### src/pfe_pkg.sv
// shared types and constants of the postfix expression evaluator
// no dependencies; imported by the front end, queue, back end, top level and testbench
`default_nettype none

package pfe_pkg;

   localparam int STACK_DEPTH_DEFAULT = 128;

   // decoupling queue between classifier and execution sequencer
   localparam int QUEUE_DEPTH       = 4;
   localparam int QUEUE_LEVEL_WIDTH = $clog2(QUEUE_DEPTH + 1);
   localparam int QUEUE_PTR_WIDTH   = (QUEUE_DEPTH > 1) ? $clog2(QUEUE_DEPTH) : 1;

   // ascii characters with a meaning
   localparam logic [7:0] CHAR_PLUS  = 8'h2B;
   localparam logic [7:0] CHAR_MINUS = 8'h2D;
   localparam logic [7:0] CHAR_STAR  = 8'h2A;
   localparam logic [7:0] CHAR_SLASH = 8'h2F;
   localparam logic [7:0] CHAR_ZERO  = 8'h30;

   // result status codes
   localparam logic [1:0] STATUS_OK        = 2'd0;
   localparam logic [1:0] STATUS_UNDERFLOW = 2'd1;
   localparam logic [1:0] STATUS_OVERFLOW  = 2'd2;
   localparam logic [1:0] STATUS_DIV_ZERO  = 2'd3;

   typedef enum logic [2:0] {
      OP_PUSH,
      OP_ADD,
      OP_SUB,
      OP_MUL,
      OP_DIV
   } op_type;

   typedef struct packed {
      op_type     op;
      logic [7:0] operand;
      logic       last;
   } item_type;

   typedef struct packed {
      logic     valid;
      item_type item;
   } item_beat_type;

endpackage

`default_nettype wire

### src/pfe_if.sv
// request and response channel interfaces of the postfix expression evaluator
// no dependencies
`default_nettype none

interface pfe_req_if;
   logic       valid;
   logic       ready;
   logic [7:0] symbol;
   logic       last;

   modport source (output valid, output symbol, output last, input ready);
   modport sink   (input valid, input symbol, input last, output ready);
endinterface

interface pfe_rsp_if;
   logic              valid;
   logic              ready;
   logic signed [7:0] value;
   logic [1:0]        status;

   modport source (output valid, output value, output status, input ready);
   modport sink   (input valid, input value, input status, output ready);
endinterface

`default_nettype wire

### src/pfe_front.sv
// front end: accepts request beats and classifies each character
// depends on pfe_pkg and pfe_req_if
`default_nettype none

module pfe_front (
   input  wire logic            clock,
   input  wire logic            reset,
   pfe_req_if.sink              req_bus,
   output pfe_pkg::item_beat_type push_beat,
   input  wire logic            push_ready
);
   import pfe_pkg::*;

   logic     hold_valid_ff, hold_valid_in;
   item_type hold_item_ff, hold_item_in;
   item_type decoded;
   logic     req_fire;

   always_comb begin
      decoded.last    = req_bus.last;
      decoded.operand = req_bus.symbol - CHAR_ZERO;
      unique case (req_bus.symbol)
         CHAR_PLUS:  decoded.op = OP_ADD;
         CHAR_MINUS: decoded.op = OP_SUB;
         CHAR_STAR:  decoded.op = OP_MUL;
         CHAR_SLASH: decoded.op = OP_DIV;
         default:    decoded.op = OP_PUSH;
      endcase
   end

   assign req_bus.ready = !hold_valid_ff || push_ready;
   assign req_fire      = req_bus.valid && req_bus.ready;

   always_comb begin
      hold_valid_in = hold_valid_ff && !push_ready;
      hold_item_in  = hold_item_ff;
      if (req_fire) begin
         hold_valid_in = 1'b1;
         hold_item_in  = decoded;
      end
   end

   always_ff @(posedge clock) begin
      if (reset) begin
         hold_valid_ff <= 1'b0;
      end else begin
         hold_valid_ff <= hold_valid_in;
      end
   end

   always_ff @(posedge clock) begin
      hold_item_ff <= hold_item_in;
   end

   assign push_beat.valid = hold_valid_ff;
   assign push_beat.item  = hold_item_ff;

endmodule

`default_nettype wire

### src/pfe_queue.sv
// short fifo of classified items between front end and back end
// depends on pfe_pkg
`default_nettype none

module pfe_queue (
   input  wire logic                                clock,
   input  wire logic                                reset,
   input  wire pfe_pkg::item_beat_type              push_beat,
   output logic                                     push_ready,
   output pfe_pkg::item_beat_type                   pop_beat,
   input  wire logic                                pop_ready,
   output logic [pfe_pkg::QUEUE_LEVEL_WIDTH-1:0]    level
);
   import pfe_pkg::*;

   localparam logic [QUEUE_PTR_WIDTH-1:0]   PtrLast   = QUEUE_PTR_WIDTH'(QUEUE_DEPTH - 1);
   localparam logic [QUEUE_LEVEL_WIDTH-1:0] LevelFull = QUEUE_LEVEL_WIDTH'(QUEUE_DEPTH);

   item_type                     entry_ff [QUEUE_DEPTH];
   logic [QUEUE_PTR_WIDTH-1:0]   wr_ptr_ff, wr_ptr_in;
   logic [QUEUE_PTR_WIDTH-1:0]   rd_ptr_ff, rd_ptr_in;
   logic [QUEUE_LEVEL_WIDTH-1:0] level_ff, level_in;
   logic                         push_fire, pop_fire;

   function automatic logic [QUEUE_PTR_WIDTH-1:0] ptr_next(input logic [QUEUE_PTR_WIDTH-1:0] p);
      return (p == PtrLast) ? '0 : p + 1'b1;
   endfunction

   assign push_ready = (level_ff != LevelFull);
   assign push_fire  = push_beat.valid && push_ready;
   assign pop_fire   = pop_beat.valid && pop_ready;

   always_comb begin
      wr_ptr_in = push_fire ? ptr_next(wr_ptr_ff) : wr_ptr_ff;
      rd_ptr_in = pop_fire ? ptr_next(rd_ptr_ff) : rd_ptr_ff;
      level_in  = level_ff;
      if (push_fire && !pop_fire) begin
         level_in = level_ff + 1'b1;
      end else if (pop_fire && !push_fire) begin
         level_in = level_ff - 1'b1;
      end
   end

   always_ff @(posedge clock) begin
      if (reset) begin
         wr_ptr_ff <= '0;
         rd_ptr_ff <= '0;
         level_ff  <= '0;
      end else begin
         wr_ptr_ff <= wr_ptr_in;
         rd_ptr_ff <= rd_ptr_in;
         level_ff  <= level_in;
      end
   end

   always_ff @(posedge clock) begin
      if (push_fire) begin
         entry_ff[wr_ptr_ff] <= push_beat.item;
      end
   end

   assign pop_beat.valid = (level_ff != '0);
   assign pop_beat.item  = entry_ff[rd_ptr_ff];
   assign level          = level_ff;

endmodule

`default_nettype wire

### src/pfe_back.sv
// back end: stack sequencer with iterative divider and response register
// depends on pfe_pkg and pfe_rsp_if
`default_nettype none

module pfe_back #(
   parameter int STACK_DEPTH = pfe_pkg::STACK_DEPTH_DEFAULT
) (
   input  wire logic              clock,
   input  wire logic              reset,
   input  wire pfe_pkg::item_beat_type pop_beat,
   output logic                   pop_ready,
   pfe_rsp_if.source              rsp_bus
);
   import pfe_pkg::*;

   localparam int CountWidth = $clog2(STACK_DEPTH + 1);
   localparam int AddrWidth  = $clog2(STACK_DEPTH);
   localparam logic [CountWidth-1:0] CountFull = CountWidth'(STACK_DEPTH);
   localparam logic [CountWidth-1:0] CountTwo  = CountWidth'(2);

   localparam logic [2:0] S_IDLE     = 3'd0;
   localparam logic [2:0] S_EXEC     = 3'd1;
   localparam logic [2:0] S_DIV      = 3'd2;
   localparam logic [2:0] S_DIV_DONE = 3'd3;
   localparam logic [2:0] S_FINISH   = 3'd4;

   localparam logic [2:0] DivStepLast = 3'd7;

   logic [2:0]            state_ff, state_in;
   logic [CountWidth-1:0] count_ff, count_in;
   logic [1:0]            error_ff, error_in;
   logic [7:0]            tos_ff, tos_in;
   op_type                op_ff, op_in;
   logic                  last_ff, last_in;
   logic [8:0]            rem_ff, rem_in;
   logic [7:0]            quo_ff, quo_in;
   logic [7:0]            den_ff, den_in;
   logic                  neg_ff, neg_in;
   logic [2:0]            step_ff, step_in;
   logic                  rsp_valid_ff, rsp_valid_in;
   logic [7:0]            rsp_value_ff, rsp_value_in;
   logic [1:0]            rsp_status_ff, rsp_status_in;

   // stack body below the top entry; top lives in tos_ff
   logic [7:0]            stack_mem [STACK_DEPTH];
   logic [7:0]            rd_data_ff;
   logic                  mem_wr_en, mem_rd_en;
   logic [AddrWidth-1:0]  mem_wr_addr, mem_rd_addr;
   logic [CountWidth-1:0] count_less_one, count_less_two;

   logic [15:0]           product;
   logic [8:0]            rem_shift;

   function automatic logic [1:0] keep_first(input logic [1:0] cur, input logic [1:0] code);
      return (cur == STATUS_OK) ? code : cur;
   endfunction

   assign count_less_one = count_ff - CountWidth'(1);
   assign count_less_two = count_ff - CountWidth'(2);
   assign mem_wr_addr    = count_less_one[AddrWidth-1:0];
   assign mem_rd_addr    = count_less_two[AddrWidth-1:0];
   assign product        = rd_data_ff * tos_ff;
   assign rem_shift      = {rem_ff[7:0], quo_ff[7]};

   always_comb begin
      state_in      = state_ff;
      count_in      = count_ff;
      error_in      = error_ff;
      tos_in        = tos_ff;
      op_in         = op_ff;
      last_in       = last_ff;
      rem_in        = rem_ff;
      quo_in        = quo_ff;
      den_in        = den_ff;
      neg_in        = neg_ff;
      step_in       = step_ff;
      rsp_valid_in  = rsp_valid_ff && !rsp_bus.ready;
      rsp_value_in  = rsp_value_ff;
      rsp_status_in = rsp_status_ff;
      pop_ready     = 1'b0;
      mem_wr_en     = 1'b0;
      mem_rd_en     = 1'b0;

      unique case (state_ff)
         S_IDLE: begin
            if (pop_beat.valid) begin
               pop_ready = 1'b1;
               op_in     = pop_beat.item.op;
               last_in   = pop_beat.item.last;
               state_in  = pop_beat.item.last ? S_FINISH : S_IDLE;
               // a first-error underflow stops the rest of the expression
               if (error_ff != STATUS_UNDERFLOW) begin
                  if (pop_beat.item.op == OP_PUSH) begin
                     if (count_ff == CountFull) begin
                        error_in = keep_first(error_ff, STATUS_OVERFLOW);
                     end else begin
                        mem_wr_en = (count_ff != '0);
                        tos_in    = pop_beat.item.operand;
                        count_in  = count_ff + 1'b1;
                     end
                  end else if (count_ff < CountTwo) begin
                     error_in = keep_first(error_ff, STATUS_UNDERFLOW);
                  end else begin
                     mem_rd_en = 1'b1;
                     state_in  = S_EXEC;
                  end
               end
            end
         end
         S_EXEC: begin
            count_in = count_less_one;
            state_in = last_ff ? S_FINISH : S_IDLE;
            case (op_ff)
               OP_ADD: tos_in = rd_data_ff + tos_ff;
               OP_SUB: tos_in = rd_data_ff - tos_ff;
               OP_MUL: tos_in = product[7:0];
               OP_DIV: begin
                  if (tos_ff == '0) begin
                     tos_in   = '0;
                     error_in = keep_first(error_ff, STATUS_DIV_ZERO);
                  end else begin
                     quo_in   = rd_data_ff[7] ? (8'd0 - rd_data_ff) : rd_data_ff;
                     den_in   = tos_ff[7] ? (8'd0 - tos_ff) : tos_ff;
                     neg_in   = rd_data_ff[7] ^ tos_ff[7];
                     rem_in   = '0;
                     step_in  = '0;
                     state_in = S_DIV;
                  end
               end
               default: tos_in = tos_ff;
            endcase
         end
         S_DIV: begin
            // restoring division on magnitudes, one quotient bit a cycle
            if (rem_shift >= {1'b0, den_ff}) begin
               rem_in = rem_shift - {1'b0, den_ff};
               quo_in = {quo_ff[6:0], 1'b1};
            end else begin
               rem_in = rem_shift;
               quo_in = {quo_ff[6:0], 1'b0};
            end
            step_in = step_ff + 1'b1;
            if (step_ff == DivStepLast) begin
               state_in = S_DIV_DONE;
            end
         end
         S_DIV_DONE: begin
            tos_in   = neg_ff ? (8'd0 - quo_ff) : quo_ff;
            state_in = last_ff ? S_FINISH : S_IDLE;
         end
         S_FINISH: begin
            if (!rsp_valid_ff || rsp_bus.ready) begin
               rsp_valid_in  = 1'b1;
               rsp_value_in  = '0;
               rsp_status_in = error_ff;
               if (error_ff != STATUS_UNDERFLOW) begin
                  if (count_ff == '0) begin
                     rsp_status_in = keep_first(error_ff, STATUS_UNDERFLOW);
                  end else begin
                     rsp_value_in = tos_ff;
                  end
               end
               count_in = '0;
               error_in = STATUS_OK;
               state_in = S_IDLE;
            end
         end
         default: state_in = S_IDLE;
      endcase
   end

   always_ff @(posedge clock) begin
      if (reset) begin
         state_ff     <= S_IDLE;
         count_ff     <= '0;
         error_ff     <= STATUS_OK;
         rsp_valid_ff <= 1'b0;
      end else begin
         state_ff     <= state_in;
         count_ff     <= count_in;
         error_ff     <= error_in;
         rsp_valid_ff <= rsp_valid_in;
      end
   end

   always_ff @(posedge clock) begin
      tos_ff        <= tos_in;
      op_ff         <= op_in;
      last_ff       <= last_in;
      rem_ff        <= rem_in;
      quo_ff        <= quo_in;
      den_ff        <= den_in;
      neg_ff        <= neg_in;
      step_ff       <= step_in;
      rsp_value_ff  <= rsp_value_in;
      rsp_status_ff <= rsp_status_in;
   end

   always_ff @(posedge clock) begin
      if (mem_wr_en) begin
         stack_mem[mem_wr_addr] <= tos_ff;
      end
      if (mem_rd_en) begin
         rd_data_ff <= stack_mem[mem_rd_addr];
      end
   end

   assign rsp_bus.valid  = rsp_valid_ff;
   assign rsp_bus.value  = rsp_value_ff;
   assign rsp_bus.status = rsp_status_ff;

endmodule

`default_nettype wire

### src/postfix_expression_evaluator.sv
// top level of the postfix expression evaluator: front end, queue, back end
// depends on pfe_pkg, pfe_if, pfe_front, pfe_queue and pfe_back
//
//   channel   dir   beat                    accepted when
//   req_bus   in    symbol[7:0], last       valid && ready
//   rsp_bus   out   value[7:0] s, status    valid && ready
//
// back end: operand push in idle; add/sub/mul read stack memory, then execute;
// divide adds the 8-step iterative divider and a sign fix-up state; divide by
// zero ends at execute; a last character then passes finish for the final pop
// front end and a 4-entry queue absorb bursts while the back end is busy
// synchronous active-high reset clears stack count, error and all valids;
// the stack memory itself is not cleared, only entries below the count are read
// a stalled response holds in its output register while further items are taken
`default_nettype none

module postfix_expression_evaluator #(
   parameter int STACK_DEPTH = pfe_pkg::STACK_DEPTH_DEFAULT
) (
   input wire logic  clock,
   input wire logic  reset,
   pfe_req_if.sink   req_bus,
   pfe_rsp_if.source rsp_bus
);
   import pfe_pkg::*;

   // front end to queue
   item_beat_type push_beat;
   logic          push_ready;

   // queue to back end
   item_beat_type pop_beat;
   logic          pop_ready;

   logic [QUEUE_LEVEL_WIDTH-1:0] q_level;
   logic                         push_fire, pop_fire;

   assign push_fire = push_beat.valid && push_ready;
   assign pop_fire  = pop_beat.valid && pop_ready;

   pfe_front u_front (
      .clock      (clock),
      .reset      (reset),
      .req_bus    (req_bus),
      .push_beat  (push_beat),
      .push_ready (push_ready)
   );

   pfe_queue u_queue (
      .clock      (clock),
      .reset      (reset),
      .push_beat  (push_beat),
      .push_ready (push_ready),
      .pop_beat   (pop_beat),
      .pop_ready  (pop_ready),
      .level      (q_level)
   );

   pfe_back #(
      .STACK_DEPTH (STACK_DEPTH)
   ) u_back (
      .clock     (clock),
      .reset     (reset),
      .pop_beat  (pop_beat),
      .pop_ready (pop_ready),
      .rsp_bus   (rsp_bus)
   );

   // queue fill level never passes its depth
   a_level_bound: assert property (@(posedge clock) disable iff (reset)
      q_level <= QUEUE_LEVEL_WIDTH'(QUEUE_DEPTH))
      else $error("queue level above depth");

   // fill level follows push and pop beats exactly
   a_level_track: assert property (@(posedge clock) disable iff (reset)
      1'b1 |=> q_level == QUEUE_LEVEL_WIDTH'($past(q_level) + $past(push_fire)
                                             - $past(pop_fire)))
      else $error("queue level out of step with beats");

   // reset empties the queue and withdraws any response
   a_reset_clear: assert property (@(posedge clock)
      reset |=> (q_level == '0) && !rsp_bus.valid)
      else $error("state left after reset");

endmodule

`default_nettype wire

### src/flat_wrapper.sv
// flat-port wrapper written by rule: the top's interface ports become plain ports
module postfix_expression_evaluator_flat import pfe_pkg::*;
#(
   parameter int STACK_DEPTH = pfe_pkg::STACK_DEPTH_DEFAULT
)
  (clock, reset, req_bus_valid, req_bus_symbol, req_bus_last, req_bus_ready, rsp_bus_valid, rsp_bus_value, rsp_bus_status, rsp_bus_ready);
  pfe_req_if req_bus_i ();
  pfe_rsp_if rsp_bus_i ();
  input wire logic clock;
  input wire logic reset;
  input wire logic [$bits(req_bus_i.valid)-1:0] req_bus_valid;
  input wire logic [$bits(req_bus_i.symbol)-1:0] req_bus_symbol;
  input wire logic [$bits(req_bus_i.last)-1:0] req_bus_last;
  output wire logic [$bits(req_bus_i.ready)-1:0] req_bus_ready;
  output wire logic [$bits(rsp_bus_i.valid)-1:0] rsp_bus_valid;
  output wire logic [$bits(rsp_bus_i.value)-1:0] rsp_bus_value;
  output wire logic [$bits(rsp_bus_i.status)-1:0] rsp_bus_status;
  input wire logic [$bits(rsp_bus_i.ready)-1:0] rsp_bus_ready;
  assign req_bus_i.valid = req_bus_valid;
  assign req_bus_i.symbol = req_bus_symbol;
  assign req_bus_i.last = req_bus_last;
  assign req_bus_ready = req_bus_i.ready;
  assign rsp_bus_valid = rsp_bus_i.valid;
  assign rsp_bus_value = rsp_bus_i.value;
  assign rsp_bus_status = rsp_bus_i.status;
  assign rsp_bus_i.ready = rsp_bus_ready;
  postfix_expression_evaluator #(.STACK_DEPTH(STACK_DEPTH)) u_core (.clock(clock), .reset(reset), .req_bus(req_bus_i), .rsp_bus(rsp_bus_i));
endmodule
### config.mk
export PLATFORM = sky130hd
export DESIGN_NAME = postfix_expression_evaluator_flat
export DESIGN_NICKNAME = d
export VERILOG_FILES = /design/src/pfe_pkg.sv /design/src/pfe_if.sv /design/src/pfe_front.sv /design/src/pfe_queue.sv /design/src/pfe_back.sv /design/src/postfix_expression_evaluator.sv /design/src/flat_wrapper.sv
export SDC_FILE = /design/constraint.sdc
export NUM_CORES = 1
export LEC_CHECK = 0
export CAP_MARGIN = 20
export CORE_AREA = 5 5 318 289
export CTS_CLUSTER_DIAMETER = 100
export DETAILED_ROUTE_END_ITERATION = 12
export DIE_AREA = 0 0 323 294
export DONT_BUFFER_PORTS = 1
export PLACE_DENSITY = 0.7
export SYNTH_ARGS = -nofsm -noshare
export SYNTH_HDL_FRONTEND = slang
export SYNTH_SLANG_ARGS = --single-unit
### constraint.sdc
create_clock -name clock -period 9.6 [get_ports clock]
set_input_delay 1.44 -clock clock [delete_from_list [all_inputs] [get_ports clock]]
set_output_delay 1.44 -clock clock [all_outputs]
set_load 0.005 [all_outputs]
Yosys cells after proc, flatten, opt, wreduce, memory -nomap -nowiden
Memory sizes are Yosys's and may differ from the RTL's. A register that Yosys moved wholly into a read port is not among the register bits.
Cells that the tools add are included.
- add/sub/neg operators: 15
- $mul: 1
- $lt $le $gt $ge: 2
- eq/ne operators: 33
- multiplexer cells: 78
- bitwise gates (word level): 3
- reduce and logical (&&, ||, !) cells: 35
- operator list (cell ; count):
    two-way mux 8 bit ; 17
    one-hot mux 8 bit (3 select lines) ; 2
    two-way mux 3 bit ; 14
    two-way mux 2 bit ; 17
    == test 8 x 6 -> 1 bit, second input constant ; 4
    one-hot mux 8 bit (2 select lines) ; 2
    one-hot mux 8 bit (4 select lines) ; 1
    subtractor 1 x 8 -> 8 bit, first input constant ; 3
    two-way mux 1 bit ; 20
    inequality test 2 bit, second input constant ; 9
    zero test 8 bit ; 2
    subtractor 8 bit ; 2
    inequality test 3 bit, second input constant ; 5
    one-hot mux 3 bit (5 select lines) ; 1
    == test 3 x 2 -> 1 bit, second input constant ; 4
    one-hot mux 3 bit (4 select lines) ; 1
    AND reduction 10 bit ; 1
    == test 3 bit, second input constant ; 3
    >= comparator 9 x 8 -> 1 bit ; 1
    AND reduction 3 bit ; 3
    nonzero test 3 bit ; 3
    adder 8 x 1 -> 8 bit, second input constant ; 1
    adder 8 bit ; 1
    == test 8 bit, second input constant ; 1
    28 further kinds ; 49
- register bits: 84
- bits in writable memories: 1072
- input bits: 13
- output and inout bits: 12
- memories kept: 2
- memories (memory ; words ; bits a word ; rd ports ; clocked after Yosys merged registers in ; wr ports ; RTL line ; source):
    u_core.u_back.stack_mem ; 128 ; 8 ; 1 ; 1 ; 1 ; pfe_back.sv:45 ; logic [7:0] stack_mem [STACK_DEPTH];
    u_core.u_queue.entry_ff ; 4 ; 12 ; 1 ; 1 ; 1 ; pfe_queue.sv:19 ; item_type entry_ff [QUEUE_DEPTH];

Depth between registers and ports, before layout
- depth in word-level cells: 8
- gate-level depth with buffers: 18
- depth with buffers taken out: 17

Hierarchy
Synthesis repeated with hierarchy kept, for this count alone.
- cell total of the unflattened synthesis: 2471
- area total of the unflattened synthesis: 47708.3 sq um
- modules (own cells, without submodules) (module ; times used ; cells an instance ; area each (sq um)):
    pfe_back ; 1 ; 2328 ; 44983.1
    pfe_queue ; 1 ; 110 ; 2207.1
    pfe_front ; 1 ; 33 ; 518.0

Least setup slack after synthesis
No wires, ideal clock.
- kind: reg-to-reg
- start point: register u_core.u_back.tos_ff[2]
- end point: register u_core.u_back.tos_ff[7] (data pin)
- library setup time: 0.256 ns
- data arrival time: 5.301 ns
- required time: 9.344 ns
- slack: 4.042 ns
- cell stages (with the launch flop): 16
- buffers on the path: 1
- clock period less this slack: 5.558 ns
- path through: edfxtp_1 > clkbuf_1 > nand2_1 > fa_1 > fa_1 > inv_1 > fa_1 > inv_1 > fa_1 > inv_1 > ha_1 > a21oi_1 > xnor2_1 > xnor2_1 > o311ai_0 > o22a_1
- longest elaborated chain between the ends: 3
- elaborated cells on any way between the ends: 5
- those cells by class: add/sub: 2; mul: 1; mux: 2
- RTL lines (element ; RTL line ; source):
    from (decl) ; pfe_back.sv:32 ; logic [7:0] tos_ff, tos_in;
    from (signal assigned) ; pfe_back.sv:187 ; tos_ff <= tos_in;
    multiplier 8 x 8 -> 8 bit, or another cell as far along ; pfe_back.sv:62 ; assign product = rd_data_ff * tos_ff;
    one-hot mux 8 bit (4 select lines) * ; pfe_back.sv:113 ; case (op_ff)
    one-hot mux 8 bit (3 select lines) * ; pfe_back.sv:84 ; unique case (state_ff)
    via u_core.u_back.tos_in[7] ; pfe_back.sv:32 ;
Mark *: on every way through the listed nets, which the timed path passes. The rest lies on a longest branch.
A chain may end at the register's enable or synchronous reset.

Final worst setup path
Ends and elaborated chain as after synthesis.

==> reports/results.tsv <==
stage	metric	value	unit
cells_and_area	Multi-input gate area	12500	µm²
drt	# DRC	0	
logic_synthesis	syn_area_per_cell	18.1	µm²
clocking	Root Driver	clkbuf_16	
worst_setup_path	slowest stage delay, CP	0.69	ns
worst_setup_path	crit path capture type	flop	
logic_synthesis	register area share after synthesis	0.724	
logic_synthesis	number of enable flip-flop cells after synthesis	1142	
timing	Setup WS post-layout	4.42	ns
floorplanning	core area	88500	µm²
grt	most used routing layer	met2	
floorplanning	Top Ports	25	
worst_setup_path	Crit Path Category	flop to flop	
clocking	CTS tree	built	
clocking	clock sinks	1166	
worst_setup_path	CP max stage cell	buf_4	
clocking	Clock transition at path regs	0.07	ns
grt	antenna violations before repair	1	
grt	GRT Util Overall	0.229	
logic_synthesis	Async S/R FF share, synth	0	
pwr	static leakage	16.5	nW
timing	clock skew	0.0318	ns
floorplanning	die width	323	µm
drt	via/cell ratio	6.27	
drt	iteration count of the initial detailed-routing pass	6	
logic_synthesis	synthesized flop and latch total	1166	
logic_synthesis	Ys Warns	0	
grt	M2 GR Usage	0.353	
timing	worst hold margin	0.490	ns
clocking	# resized after CTS	0	
timing	max-slew violations	0	
place	buffers added on ports	0	
clocking	later-pin clock latency in the skew report	0.70	ns
timing	Final Cycle Share	0.539	
worst_setup_path	critical path peak fanout	71	
grt	vias in the first global route	25100	
worst_setup_path	CP Cell Sequence	buf_4, buf_4, nand2_1, fa_1, inv_1, fa_1, ha_1, inv_1, fa_1, inv_1, ha_1, a21o_1, a21oi_1, xnor2_1, xnor2_1, o311ai_0, o22a_1	
grt	met1 usage	0.327	
logic_synthesis	post-synth design cell area	48000	µm²
logic_synthesis	post-synth top area cell	edfxtp_1	
grt	largest net degree at the start of global routing	121	
pwr	Power, Total	14.8	mW
timing	worst-margin pin slew	1.15	ns
flow_run	Max-Cap Viols	0	
cells_and_area	register area	34800	µm²
cells_and_area	final instance area	52800	µm²
logic_synthesis	Top FF cell, synth	edfxtp_1	
drt	Detail Route Antenna Nets	0	
worst_setup_path	Required @ worst endpoint	10.03	ns
place	Post-DP HPWL	64900	µm
logic_synthesis	Distinct cells, synth	68	
clocking	setup bufs post-CTS	0	
timing	setup violators final	0	
floorplanning	row cnt	104	
timing	RSZ-0062 raised after global routing	false	
worst_hold_path	min-delay worst type	flop to flop	
clocking	H-tree levels	3	
cells_and_area	layout cells sized above 1	0.178	
floorplanning	initial cell density of the core	0.542	
logic_synthesis	most frequent cell after synthesis	edfxtp_1	
worst_setup_path	Critical Path AT	5.61	ns
logic_synthesis	post-synth top area share	0.714	
timing	setup_tns	0	ns
cells_and_area	Nets	2746	
timing	Final Hold Vio Count	0	
place	placed cell areas	49200	µm²
logic_synthesis	synthesized net count	2726	
logic_synthesis	Synth top cells by count	1,142 x edfxtp_1, 271 x mux4_2, 245 x nand2_1, 199 x nor2_1, 96 x a21oi_1	
cells_and_area	area grow syn2layout	9.94	%
drt	Routed WL	107000	µm
grt	wire length of the first global-routing pass	162000	µm
floorplanning	die height	294	µm
grt	GRT Residual Overflow	0	
logic_synthesis	Cells after Synth	2647	
drt	Starting DRT DRC Count	2563	
cells_and_area	ANT cells	0	
grt	routing usage on met3	0.0615	
drt	DR WL/cell	27.3	µm
timing	Fmax	193	MHz
place	pre-CTS WS	4.40	ns
cells_and_area	Fillers	6355	
place	GP Congestion	0.835	
logic_synthesis	Area contributors post-synth	edfxtp_1 71%, mux4_2 13%, nand2_1 1.9%	
timing	Min Clock Period, post-route	5.18	ns
pwr	Pwr per Cell Area	281	nW/µm²
drt	Vias	24600	
clocking	TritonCTS Buffers	110	
clocking	clock buffer depth	3	
pwr	worst vdd ir	0.226	mV
timing	Rel. slew slack	0.228	
clocking	hold buffer count at cts	0	
worst_setup_path	CP Launch Type	flop	
run_status	status	completed	
floorplanning	die area	95000	µm²
==> kinds of logic (layout without fill, tap and decap cells) <==
logic type,Yosys count,in the layout,synth area share
AND/OR/NAND/NOR,623,623,0.0585
XOR/XNOR,66,66,0.0120
adder cells (fa/ha/maj),66,66,0.0196
buffers and inverters,191,303,0.0170
flip-flops,1166,1166,0.724
AO/OA/AOI/OAI,218,218,0.0273
multiplexers,317,317,0.141
==> cells in the final DEF (no fill, tap or decap), types with 22 or more instances in the layout <==
master	count
o21ai_0	43
nand3_1	24
ha_1	50
mux2i_1	32
clkinv_1	22
edfxtp_1	1142
a21oi_1	96
dfxtp_1	23
clkbuf_16	112
buf_4	34
xnor2_1	43
nor2_1	199
mux4_2	271
and2_1	33
inv_1	63
nand2_1	245
==> path summary, 6_finish.rpt <==
kind,from,endpoint,slack (ns),cells after the start
hold reg to reg,u_core.u_queue.rd_ptr_ff[1]$_SDFFE_PP0P_,flop,0.49,2
hold / removal,u_core.u_queue.rd_ptr_ff[1]$_SDFFE_PP0P_,flop,0.49,2
setup / recovery,u_core.u_back.tos_ff[2]$_DFFE_PP_,u_core.u_back.tos_ff[7]$_DFFE_PP_,4.42,17
setup reg to reg,u_core.u_back.tos_ff[2]$_DFFE_PP_,u_core.u_back.tos_ff[7]$_DFFE_PP_,4.42,17
==> cell type report <==
type / instances / share of cell area
clock inverters: 69 / 0.0123
well taps: 1166 / 0.0276
multi-input cells: 1290 / 0.236
flip-flops and latches: 1166 / 0.659
repair buffers: 35 / 0.00522
inverters: 64 / 0.00455
clock buffers: 135 / 0.0551
==> worst max-delay path: cells and delay by family, from the launching register on <==
family | cells | cell delay [ns]
fa+ha+maj | 5 | 1.93
buf+inv | 5 | 1.46
compound gates | 4 | 0.71
flops | 1 | 0.33
xor+xnor | 2 | 0.29
simple gates | 1 | 0.17
==> per-stage QoR <==
step | util | cells
after detailed placement | 0.556 | 3720
after global placement | 0.556 | 3720
after CTS | 0.596 | 3924
after floorplan | - | 2647
after global routing | 0.596 | 3925
final | 0.596 | 3925
==> power by group <==
| part | total, mW | switching [mW] | internal [mW] | leakage [nW] |
|---|---|---|---|---|
| registers | 6.44 | 0.192 | 6.25 | 10.5 |
| clock network | 4.31 | 1.86 | 2.45 | 1.73 |
| logic | 4.06 | 2.63 | 1.43 | 4.29 |
==> routing by layer <==
layer  up-vias  share of wire
met4         2          0.030
met1     12800           0.40
met3       207          0.091
met5         -        0.00067
met2      1060           0.48
li1      10500              -
==> sequential cells by signal, indices dropped and copies added (netlist names), named ones only <==
signal                        cells
u_core.u_back.step_ff             3
u_core.u_back.stack_mem        1024
u_core.u_back.rsp_bus.status      2
u_core.u_back.den_ff              8
u_core.u_back.neg_ff              1
u_core.u_front.hold_valid_ff      1
u_core.u_back.rsp_bus.value       8
u_core.u_back.tos_ff              8
u_core.u_back.rem_ff              8
u_core.u_back.state_ff            3
u_core.u_back.op_ff               3
u_core.u_queue.level              3
u_core.u_front.push_beat         12
u_core.u_back.count_ff            8
u_core.u_back.last_ff             1
u_core.u_back.rsp_bus.valid       1
u_core.u_queue.wr_ptr_ff          2
u_core.u_back.quo_ff              8
u_core.u_back.error_ff            2
u_core.u_queue.rd_ptr_ff          2
u_core.u_queue.entry_ff          48
u_core.u_back.rd_data_ff          8
Power figures use the tool's default switching activity.
